[src/rtl/core/assert_macros.svh]
// Assertion macros shared by the AES core modules.
// Bodies vanish when SYNTHESIS is defined.
`ifndef ASSERT_MACROS_SVH
`define ASSERT_MACROS_SVH
`ifndef SYNTHESIS
`define ASSERT_IMPL(label, ante, cons) \
  label: assert property (@(posedge clk_i) disable iff (!rst_ni) (ante) |-> (cons)) \
    else $error("assertion failed");
`define ASSERT_NEXT(label, ante, cons) \
  label: assert property (@(posedge clk_i) disable iff (!rst_ni) (ante) |=> (cons)) \
    else $error("assertion failed");
`else
`define ASSERT_IMPL(label, ante, cons)
`define ASSERT_NEXT(label, ante, cons)
`endif
`endif

[src/rtl/core/aes_pkg.sv]
// Shared types, constants and S-box functions for the AES core.
// No dependencies.
package aes_pkg;
  localparam int unsigned MaxRoundKeysDef = 15;
  localparam int unsigned NumCfgRegs = 8;
  localparam int unsigned CfgIdxW = 3;

  typedef enum logic [2:0] {
    CFG_KEY0 = 3'd0, CFG_KEY1 = 3'd1, CFG_KEY2 = 3'd2, CFG_KEY3 = 3'd3,
    CFG_KEYLEN = 3'd4, CFG_MODE = 3'd5, CFG_IVH = 3'd6, CFG_IVL = 3'd7
  } cfg_idx_e;

  typedef enum logic [1:0] {
    ST_IDLE, ST_EXPAND, ST_RUN, ST_DONE
  } core_state_e;

  typedef struct packed {
    logic         decrypt;
    logic         cbc;
    logic         first;
    logic [127:0] data;
  } job_t;

  // Entry 0 sits in the top byte.
  localparam logic [2047:0] SboxTbl = {
    8'h63,8'h7c,8'h77,8'h7b,8'hf2,8'h6b,8'h6f,8'hc5,8'h30,8'h01,8'h67,8'h2b,8'hfe,8'hd7,8'hab,8'h76,
    8'hca,8'h82,8'hc9,8'h7d,8'hfa,8'h59,8'h47,8'hf0,8'had,8'hd4,8'ha2,8'haf,8'h9c,8'ha4,8'h72,8'hc0,
    8'hb7,8'hfd,8'h93,8'h26,8'h36,8'h3f,8'hf7,8'hcc,8'h34,8'ha5,8'he5,8'hf1,8'h71,8'hd8,8'h31,8'h15,
    8'h04,8'hc7,8'h23,8'hc3,8'h18,8'h96,8'h05,8'h9a,8'h07,8'h12,8'h80,8'he2,8'heb,8'h27,8'hb2,8'h75,
    8'h09,8'h83,8'h2c,8'h1a,8'h1b,8'h6e,8'h5a,8'ha0,8'h52,8'h3b,8'hd6,8'hb3,8'h29,8'he3,8'h2f,8'h84,
    8'h53,8'hd1,8'h00,8'hed,8'h20,8'hfc,8'hb1,8'h5b,8'h6a,8'hcb,8'hbe,8'h39,8'h4a,8'h4c,8'h58,8'hcf,
    8'hd0,8'hef,8'haa,8'hfb,8'h43,8'h4d,8'h33,8'h85,8'h45,8'hf9,8'h02,8'h7f,8'h50,8'h3c,8'h9f,8'ha8,
    8'h51,8'ha3,8'h40,8'h8f,8'h92,8'h9d,8'h38,8'hf5,8'hbc,8'hb6,8'hda,8'h21,8'h10,8'hff,8'hf3,8'hd2,
    8'hcd,8'h0c,8'h13,8'hec,8'h5f,8'h97,8'h44,8'h17,8'hc4,8'ha7,8'h7e,8'h3d,8'h64,8'h5d,8'h19,8'h73,
    8'h60,8'h81,8'h4f,8'hdc,8'h22,8'h2a,8'h90,8'h88,8'h46,8'hee,8'hb8,8'h14,8'hde,8'h5e,8'h0b,8'hdb,
    8'he0,8'h32,8'h3a,8'h0a,8'h49,8'h06,8'h24,8'h5c,8'hc2,8'hd3,8'hac,8'h62,8'h91,8'h95,8'he4,8'h79,
    8'he7,8'hc8,8'h37,8'h6d,8'h8d,8'hd5,8'h4e,8'ha9,8'h6c,8'h56,8'hf4,8'hea,8'h65,8'h7a,8'hae,8'h08,
    8'hba,8'h78,8'h25,8'h2e,8'h1c,8'ha6,8'hb4,8'hc6,8'he8,8'hdd,8'h74,8'h1f,8'h4b,8'hbd,8'h8b,8'h8a,
    8'h70,8'h3e,8'hb5,8'h66,8'h48,8'h03,8'hf6,8'h0e,8'h61,8'h35,8'h57,8'hb9,8'h86,8'hc1,8'h1d,8'h9e,
    8'he1,8'hf8,8'h98,8'h11,8'h69,8'hd9,8'h8e,8'h94,8'h9b,8'h1e,8'h87,8'he9,8'hce,8'h55,8'h28,8'hdf,
    8'h8c,8'ha1,8'h89,8'h0d,8'hbf,8'he6,8'h42,8'h68,8'h41,8'h99,8'h2d,8'h0f,8'hb0,8'h54,8'hbb,8'h16
  };

  function automatic logic [7:0] sbox(input logic [7:0] a);
    return SboxTbl[{~a, 3'b111} -: 8];
  endfunction

  // Inverse S-box by search over the forward table, constant logic.
  function automatic logic [7:0] inv_sbox(input logic [7:0] a);
    logic [7:0] r;
    r = 8'h00;
    for (int i = 0; i < 256; i++) begin
      if (sbox(8'(i)) == a) r = 8'(i);
    end
    return r;
  endfunction

  function automatic logic [7:0] xt(input logic [7:0] a);
    return {a[6:0], 1'b0} ^ (a[7] ? 8'h1b : 8'h00);
  endfunction

  function automatic logic [31:0] subst_word(input logic [31:0] w);
    return {sbox(w[31:24]), sbox(w[23:16]), sbox(w[15:8]), sbox(w[7:0])};
  endfunction

  // Byte 0 of the block sits in bits 127:120.
  function automatic logic [7:0] get_b(input logic [127:0] s, input int i);
    return s[127-8*i -: 8];
  endfunction

  function automatic logic [127:0] enc_round(input logic [127:0] s, input logic last);
    logic [127:0] t, m;
    logic [7:0] a0, a1, a2, a3;
    for (int r = 0; r < 4; r++) begin
      for (int c = 0; c < 4; c++) begin
        t[127-8*(r+4*c) -: 8] = sbox(get_b(s, r + 4*((c+r)%4)));
      end
    end
    for (int c = 0; c < 4; c++) begin
      a0 = get_b(t, 4*c); a1 = get_b(t, 4*c+1); a2 = get_b(t, 4*c+2); a3 = get_b(t, 4*c+3);
      m[127-8*(4*c) -: 8]   = xt(a0) ^ xt(a1) ^ a1 ^ a2 ^ a3;
      m[127-8*(4*c+1) -: 8] = a0 ^ xt(a1) ^ xt(a2) ^ a2 ^ a3;
      m[127-8*(4*c+2) -: 8] = a0 ^ a1 ^ xt(a2) ^ xt(a3) ^ a3;
      m[127-8*(4*c+3) -: 8] = xt(a0) ^ a0 ^ a1 ^ a2 ^ xt(a3);
    end
    return last ? t : m;
  endfunction

  function automatic logic [7:0] gm(input logic [7:0] a, input logic [3:0] b);
    logic [7:0] r, x;
    r = 8'h00;
    x = a;
    for (int i = 0; i < 4; i++) begin
      if (b[i]) r = r ^ x;
      x = xt(x);
    end
    return r;
  endfunction

  function automatic logic [127:0] inv_mix(input logic [127:0] s);
    logic [127:0] m;
    logic [7:0] a0, a1, a2, a3;
    for (int c = 0; c < 4; c++) begin
      a0 = get_b(s, 4*c); a1 = get_b(s, 4*c+1); a2 = get_b(s, 4*c+2); a3 = get_b(s, 4*c+3);
      m[127-8*(4*c) -: 8]   = gm(a0,4'd14) ^ gm(a1,4'd11) ^ gm(a2,4'd13) ^ gm(a3,4'd9);
      m[127-8*(4*c+1) -: 8] = gm(a0,4'd9) ^ gm(a1,4'd14) ^ gm(a2,4'd11) ^ gm(a3,4'd13);
      m[127-8*(4*c+2) -: 8] = gm(a0,4'd13) ^ gm(a1,4'd9) ^ gm(a2,4'd14) ^ gm(a3,4'd11);
      m[127-8*(4*c+3) -: 8] = gm(a0,4'd11) ^ gm(a1,4'd13) ^ gm(a2,4'd9) ^ gm(a3,4'd14);
    end
    return m;
  endfunction

  function automatic logic [127:0] inv_shift_sub(input logic [127:0] s);
    logic [127:0] t;
    for (int r = 0; r < 4; r++) begin
      for (int c = 0; c < 4; c++) begin
        t[127-8*(r+4*((c+r)%4)) -: 8] = inv_sbox(get_b(s, r + 4*c));
      end
    end
    return t;
  endfunction
endpackage

[src/rtl/core/aes_front.sv]
// Front end: accepts items, tags them with mode, holds a two-entry queue.
// Depends on aes_pkg.
module aes_front (
  input  logic              clk_i,
  input  logic              rst_ni,
  input  logic              in_valid_i,
  output logic              in_ready_o,
  input  logic              command_i,
  input  logic              first_block_i,
  input  logic [63:0]       block_high_i,
  input  logic [63:0]       block_low_i,
  input  logic              cbc_i,
  output logic              job_valid_o,
  input  logic              job_ready_i,
  output aes_pkg::job_t     job_o
);
  import aes_pkg::*;
  `include "assert_macros.svh"

  job_t       q_mem [2];
  logic       wp_q, wp_d, rp_q, rp_d;
  logic [1:0] cnt_q, cnt_d;
  logic       push, pop;

  assign in_ready_o  = (cnt_q != 2'd2);
  assign job_valid_o = (cnt_q != 2'd0);
  assign push = in_valid_i && in_ready_o;
  assign pop  = job_valid_o && job_ready_i;
  assign job_o = q_mem[rp_q];

  always_comb begin
    wp_d  = push ? ~wp_q : wp_q;
    rp_d  = pop ? ~rp_q : rp_q;
    cnt_d = cnt_q + {1'b0, push} - {1'b0, pop};
  end

  always_ff @(posedge clk_i or negedge rst_ni) begin
    if (!rst_ni) begin
      wp_q <= 1'b0;
      rp_q <= 1'b0;
      cnt_q <= 2'd0;
    end else begin
      wp_q <= wp_d;
      rp_q <= rp_d;
      cnt_q <= cnt_d;
    end
  end

  always_ff @(posedge clk_i) begin
    if (push) begin
      q_mem[wp_q] <= '{decrypt: command_i, cbc: cbc_i, first: first_block_i,
                       data: {block_high_i, block_low_i}};
    end
  end

  `ASSERT_IMPL(a_cnt_max, 1'b1, cnt_q <= 2'd2)
  `ASSERT_NEXT(a_push_cnt, push && !pop, cnt_q == $past(cnt_q) + 2'd1)
  `ASSERT_NEXT(a_pop_cnt, pop && !push, cnt_q == $past(cnt_q) - 2'd1)
endmodule

[config.mk]
export PLATFORM = sky130hd
export DESIGN_NAME = aes_front
export DESIGN_NICKNAME = d
export VERILOG_FILES = /design/src/rtl/core/aes_pkg.sv /design/src/rtl/core/aes_front.sv
export VERILOG_INCLUDE_DIRS = /design/src /design/src/rtl/core
export SDC_FILE = /design/constraint.sdc
export NUM_CORES = 1
export LEC_CHECK = 0
export BUFFER_PORTS_ARGS = -buffer_cell sky130_fd_sc_hd__buf_4
export CORE_ASPECT_RATIO = 0.9
export CORE_UTILIZATION = 35
export CTS_CLUSTER_DIAMETER = 200
export DETAILED_ROUTE_END_ITERATION = 8
export GPL_TIMING_DRIVEN = 0
export HOLD_SLACK_MARGIN = 0.02
export SYNTH_ARGS = -nofsm -noshare
export SYNTH_HDL_FRONTEND = slang
export SYNTH_SLANG_ARGS = --single-unit
[constraint.sdc]
create_clock -name clk_i -period 10.6 [get_ports clk_i]
set_input_delay 2.12 -clock clk_i [delete_from_list [all_inputs] [get_ports clk_i]]
set_output_delay 2.12 -clock clk_i [all_outputs]
set_load 0.01 [all_outputs]
* Yosys cells after proc, flatten, opt, wreduce, memory -nomap -nowiden
Memories as Yosys holds them, arrays and structs flattened.
Cells that the tools add are included.
** Cells by class
- Add/subtract/negate cells :: 2
- Equal/unequal tests :: 1
- Multiplexer cells :: 2
- Bitwise logic cells :: 2
- Reductions and logical operators :: 3
** Operators by type and width (number)
- $add 2x1->2 :: 1
- $logic_and 1x1->1 :: 2
- $mux 1 :: 2
- $ne 2x2->1 const B :: 1
- $not 1->1 :: 2
- $reduce_bool 2->1 :: 1
- $sub 2x1->2 :: 1
** Storage, ports and cells
- Register bits after elaboration :: 4
- RAM bits :: 262
- Output and inout port bits :: 133
- Word-level logic and storage cells :: 14
- Memories kept :: 1
** Memories
- q_mem :: words 2, bits a word 131, read ports 1, clocked after memory_dff 0, wr ports 1, RTL line aes_front.sv:20 : job_t q_mem [2];

* Logic depth before layout (Yosys ltp)
Gate-level depths: netlist (run 1).
- Depth after elaboration :: 4
- Depth in mapped cells :: 7
- Mapped depth without buffers :: 7

* Worst setup path after synthesis (run 1)
OpenSTA, ideal clock, no wires.
- Path type :: input to register
- Start point :: input port in_valid_i
- End point :: memory q_mem[0][0] (netlist name), enable pin
- Arrival time :: 7.658 ns
- Data required time :: 9.977 ns
- Slack :: 2.319 ns
- Stages on the path :: 2
- Cell sequence :: nand2_1 > nor2_1
** Between the ends
- Cells in the longest elaborated chain, start to end :: 3
** Ends and longest elaborated chain
- start, declared :: RTL line aes_front.sv:6 : input logic in_valid_i,
- $logic_and 1x1->1 :: RTL line aes_front.sv:27 : assign push = in_valid_i && in_ready_o;
- $mux 1 :: RTL line aes_front.sv:50 : if (push) begin
- $mux 1 (not written as such) :: RTL line aes_front.sv:51 : q_mem[wp_q] <= '{decrypt: command_i, cbc: cbc_i, first: first_block_i,
- end, declared :: RTL line aes_front.sv:20
No other way between the ends.

==> reports/qor.yml, run 1 <==
status:
  status: "finished clean"
finish:
  nets: 865
  register_area_mm2: 0.00797
  multi_input_area_mm2: 0.00188
  fillers: 2317
  utilization_pct: 48.1
  layout-drive-gt1-share_pct: 61.7
  insertedDiodeCount: 0
  area_growth_pct: 34.9
sta:
  fin_ws_ns: 6.63
  hold_viol: 0
  fin_worst_skew_ns: 0.0120
  hold_ws_ns: 0.546
  setup-violations-final: 0
  slew_headroom_pct: 34.8
  slew_viol_final: 0
  final_min_period_over_clock_period_pct: 37.5
  max_freq_mhz: 252
  worst_pin_slew_ns: 0.978
  finalSetupTns_ns: 0
  fin_crit_ns: 3.97
  rsz0062_at_grt: "no"
clock_tree:
  cts_tree: "built"
  clock_latency_ns: 0.52
  cts.sinks: 266
  cts_buffers: 29
  clockBufferDepth: 3
  root_buffer: "clkbuf_16"
  hold_buffers: 0
  post_cts_buffers: 0
  htree_levels: 1
  cts_resized: 0
  clkSlewWorstSetupHoldPaths_ns: 0.05
yosys:
  synth_seq_cells: 266
  synth-xor-area-share_pct: 0.351
  synthSimpleGateAreaFrac_pct: 0.326
  synth_top_family_by_area: "multiplexers"
  synth_area_mm2: 0.00998
  synth_cell_types: 17
  synth_compound_area_share_pct: 0
  syn_nets: 562
  synth_warnings: 0
  postSynthAreaPerCell_um2: 23.5
  synth-seq-area-share_pct: 79.8
  yosys-mux-area-fraction_pct: 17.8
  syn_inst: 425
  synthAdderAreaFrac_pct: 0.251
detailed_routing:
  first_pass_iters: 4
  post_drt_wl_per_cell_um: 17.3
  drt_iter0_drc: 230
  drc: 0
  antenna_left: 0
  via_per_inst: 4.46
  vias: 4950
  drt_wl_total_mm: 19.2
worst_setup_path:
  cp_slowest_cell: "dfrtp_1"
  required_ns: 8.48
  start_kind: "register"
  crit_arrival_ns: 1.85
  crit_top_cell: "buf_6"
  crit_start: "rp_q"
  path_cells: "buf_6 > buf_8 > buf_6 > mux2_4 > buf_4"
  endpoint_kind: "primary output"
  r2r-start: "cnt_q[0]"
  crit_path_max_incr_delay_ns: 0.34
  path_max_fanout: 10
  critPathKind: "reg2out"
power:
  p_per_area_mw_per_mm2: 277
  ir_drop_v: 0.000169
  p_leak_nw: 5.24
global_route:
  grt_usage_pct: 12.7
  grt_max_degree: 67
  grt_overflow: 0
  grt_pass1_vias: 5327
  antenna_found_initial: 1
  grt_pass1_wl_mm: 28.9
placed_design:
  portBuffers: 267
  gp_congestion: 0.698
  hpwl_mm: 13.3
  place_ws_ns: 6.74
floorplan:
  fp.dieH_um: 162
  die_area_mm2: 0.0292
  dieWidth_um: 180
  num_rows: 58
  ios: 268
  start_util_pct: 35.6
  coreArea_mm2: 0.0280
hold_path:
  hold_class: "reg2reg"
  worstHoldStart: "cnt_q[0]"
job:
  maxCapViolCount: 0
[worst max-delay path, delay by kind of cell (launching register included)]
kind | cells | cell delay (ns)
buffers and inverters | 4 | 0.66
flip-flops | 1 | 0.34
multiplexers | 1 | 0.32
[per-stage QoR]
| stage | total power, mW | cells | instance area [um2] |
|---|---|---|---|
| after global routing | 3.90 | 1109 | 13500 |
| after CTS | 3.79 | 1109 | 13500 |
| after floorplan | 2.30 | 425 | 9980 |
| after global placement | 2.85 | 1052 | 12400 |
| after detailed placement | 2.84 | 1057 | 12600 |
| final | 3.72 | 1109 | 13500 |
[where the power goes]
| group | total (mW) | switching (mW) | internal, mW | leakage (nW) |
|---|---|---|---|---|
| registers | 1.49 | 0.0536 | 1.44 | 2.48 |
| logic | 1.30 | 0.598 | 0.701 | 2.31 |
| clock network | 0.934 | 0.370 | 0.565 | 0.445 |
| total | 3.72 | 1.02 | 2.70 | 5.24 |
[flip-flops by register name (all words and copies together) (netlist names)]
| register | cells |
|---|---|
| q_mem | 262 |
| rp_q | 1 |
| cnt_q | 2 |
| wp_q | 1 |
[cells in the final DEF, fill, tap and decap left out, drive strengths merged]
master | Yosys | routed
and3 | 1 | 1
inv | 1 | 1
nand2b | 1 | 1
bufinv | 0 | 1
buf | 15 | 287
xor2 | 1 | 1
and2 | 1 | 1
nor2 | 1 | 1
clkinv | 0 | 8
nand2 | 1 | 1
edfxtp | 262 | 262
xnor2 | 3 | 3
mux2 | 131 | 131
ha | 2 | 2
clkinvlp | 0 | 1
or2 | 1 | 1
clkbuf | 0 | 42
dfrtp | 4 | 4
[cells by family after synthesis]
kind of cell | Yosys count
buffers and inverters | 16
flip-flops | 266
XOR/XNOR | 4
adder cells (fa/ha/maj) | 2
multiplexers | 131
AND/OR/NAND/NOR | 6
[layer usage]
layer / share of wire (%) / track usage [%] / up-vias
met5: 0 / 0 / -
met4: 2.2 / 3.25 / 0
met2: 47 / 20.7 / 199
met3: 9.6 / 4.93 / 33
met1: 41 / 15.9 / 2417
li1: - / - / 2301
[cell usage after synthesis]
cell type / count / area, um2
edfxtp_1: 262 / 7870
mux2_4: 80 / 1200
mux2_2: 51 / 574
buf_6: 9 / 101
buf_2: 5 / 25.0
dfrtp_1: 4 / 100
xnor2_1: 3 / 26.3
ha_1: 2 / 25.0
and2_1: 1 / 6.26
and3_1: 1 / 6.26
buf_8: 1 / 15.0
inv_1: 1 / 3.75
nand2_1: 1 / 3.75
nand2b_1: 1 / 6.26
nor2_1: 1 / 3.75
or2_2: 1 / 6.26
xor2_1: 1 / 8.76
[path summary, 6_finish.rpt]
check / depth (start not counted) / slack [ns] / end
min in group asynchronous: 1 / 1.38 / cnt_q[1]
setup / recovery: 5 / 6.63 / job_o[85]
setup reg to reg: 3 / 8.41 / q_mem[1][97]
hold / removal: 1 / 0.55 / cnt_q[0]
hold reg to reg: 1 / 0.55 / cnt_q[0]
max in group asynchronous: 1 / 9.11 / rp_q
[final cells by class]
type	instances	area share [%]
Buffer	15	1.05
Inverter	1	0.0279
Sequential cell	266	59.2
Multi-Input combinational cell	143	14.0
Clock buffer	42	6.20
Clock inverter	10	0.539
Timing Repair Buffer	272	15.7
Tap cell	360	3.35
Power figures use the tool's default switching activity.
==> run 2: changes to the inputs <==
==> constraint.sdc (replaced) <==
create_clock -name clk_i -period 3.38 [get_ports clk_i]
set_input_delay 0.676 -clock clk_i [delete_from_list [all_inputs] [get_ports clk_i]]
set_output_delay 0.676 -clock clk_i [all_outputs]
set_load 0.01 [all_outputs]
==> reports/qor.yml, run 2 (synthesis gave the netlist of run 1 again) <==
status:
  status: "finished clean"
worst_setup_path:
  critPathBufInv: 4  # unchanged
  path_max_fanout: 10  # unchanged
  crit_arrival_ns: 1.88  # +0.03 ns
  start_kind: "register"
  path_delay_family: "buffers and inverters"
  path_cells: "buf_6 > buf_8 > buf_6 > mux2_4 > buf_4"
  critPathKind: "reg2out"
  required_ns: 2.70  # -5.78 ns
  crit_top_cell: "buf_6"
  cp_slowest_cell: "dfrtp_1"
  r2r_setup_slack_ns: 1.19  # -7.22 ns
  endpoint_kind: "primary output"
  crit_path_max_incr_delay_ns: 0.34  # about the same
clock_tree:
  clockBufferDepth: 3  # unchanged
  cts_resized: 0  # unchanged
  clkSlewWorstSetupHoldPaths_ns: 0.06  # about the same
  cts_tree: "built"
  cts_buffers: 28  # -3.4%
  htree_levels: 1  # unchanged
  root_buffer: "clkbuf_16"
  clock_latency_ns: 0.53  # about the same
  cts.sinks: 266  # unchanged
  post_cts_buffers: 0  # unchanged
placed_design:
  gp_congestion: 0.702  # +0.52%
  hpwl_mm: 13.3  # -0.14%
  place_ws_ns: 0.946  # -5.79 ns
  portBuffers: 267  # unchanged
power:
  p_per_area_mw_per_mm2: 869  # +210%
  power_mw: 11.7  # +210%
  p_leak_nw: 5.24  # about the same
  ir_drop_v: 0.000519  # +210%
floorplan:
  ios: 268  # unchanged
  start_util_pct: 35.6  # unchanged
  die_area_mm2: 0.0292  # unchanged
  num_rows: 58  # unchanged
  coreArea_mm2: 0.0280  # unchanged
  dieWidth_um: 180  # unchanged
  fp.dieH_um: 162  # unchanged
global_route:
  grt_usage_pct: 12.4  # -0.27 points
  antenna_found_initial: 0  # -1
  grt_overflow: 0  # unchanged
  grt_max_degree: 62  # -7.5%
  grt_pass1_vias: 5219  # -2.0%
  grt_pass1_wl_mm: 28.3  # -2.0%
sta:
  slew_viol_final: 0  # unchanged
  finalSetupTns_ns: 0  # unchanged
  fin_ws_ns: 0.825  # -5.80 ns
  hold_viol: 0  # unchanged
  worst_pin_slew_ns: 0.473  # -0.505 ns
  max_freq_mhz: 391
  hold_ws_ns: 0.328  # -0.218 ns
  setup-violations-final: 0  # unchanged
  slew_headroom_pct: 68.4  # +34 points
  rsz0062_at_grt: "no"
  fin_crit_ns: 2.56
  final_min_period_over_clock_period_pct: 75.6
  fin_worst_skew_ns: 0.00942  # -0.00262 ns
detailed_routing:
  first_pass_iters: 4  # unchanged
  drt_wl_total_mm: 19.0  # -1.0%
  drc: 0  # unchanged
  vias: 4925  # -0.51%
  antenna_left: 0  # unchanged
  via_per_inst: 4.45  # -0.24%
  post_drt_wl_per_cell_um: 17.1  # -0.76%
  drt_iter0_drc: 236  # +2.6%
finish:
  utilization_pct: 48.1  # about the same
  largest_register_ffs: 262  # unchanged
  largest-register: "q_mem"
  insertedDiodeCount: 0  # unchanged
  area_growth_pct: 35.0  # about the same
  reg_top3: "q_mem: 262 flops, cnt_q: 2 flops"
  final_common_cell: "buf_4"
  layout-drive-gt1-share_pct: 61.1  # -0.56 points
  layout_common_cells: "267 x buf_4, 262 x edfxtp_1, 80 x mux2_4"
  nets: 866  # +0.12%
hold_path:
  hold_class: "in2reg"
job:
  maxCapViolCount: 0  # unchanged
## run 2: changes by cell type in the layout (fill, tap and decap cells not counted)
cell,before,now
dlygate4sd3_1,0,1
clkbuf_1,7,10
buf_16,1,3
clkbuf_8,6,0
bufinv_16,1,3
clkinv_2,4,2
clkinv_1,4,3
buf_12,4,3
clkinvlp_4,1,0
## run 2: stage by stage
stage / area [um2] / cells
2_1_floorplan: 9990 / 425
3_3_place_gp: 12400 / 1052
3_5_place_dp: 12600 / 1058
4_1_cts: 13500 / 1106
5_1_grt: 13500 / 1106
6_report: 13500 / 1106
## run 2: worst paths after layout
path                                endpoint             from  cells after the start
worst max-delay path               job_o[70]             rp_q                      5
worst min-delay path            q_mem[0][57]  block_low_i[57]                      1
worst max register to register  q_mem[0][85]         cnt_q[1]                      6
worst min register to register      cnt_q[0]         cnt_q[0]                      1
max in group asynchronous               wp_q           rst_ni                      2
min in group asynchronous           cnt_q[0]           rst_ni                      2
## run 2: where the power goes
group / switching [mW] / total (mW) / internal, mW
Clock: 1.15 / 2.93 / 1.78
Sequential: 0.166 / 4.67 / 4.50
Combinational: 1.88 / 4.10 / 2.23
Total: 3.19 / 11.7 / 8.51
## run 2: per-layer routing
| layer | track usage [%] | share of wire (%) | vias up |
|---|---|---|---|
| li1 | - | - | 2299 |
| met1 | 15.1 | 41 | 2402 |
| met2 | 20.9 | 48 | 194 |
| met3 | 4.17 | 8.2 | 30 |
| met4 | 3.92 | 2.8 | 0 |
| met5 | 0 | 0 | - |
## run 2: final cells by class
cell class                      instances  area (um2)
Clock inverter                          8         111
Inverter                                1        3.75
Buffer                                 15         141
Clock buffer                           39         763
Sequential cell                       266        7970
Timing Repair Buffer                  274        2160
Tap cell                              360         450
Fill cell                            2377       14500
Multi-Input combinational cell        143        1880
## run 2: timing repair
action / 4_1_cts / 5_1_grt
endpoints found under the setup margin: 0 / 0
hold buffers: 1 / 0
endpoints found under the hold margin: 4 / 0
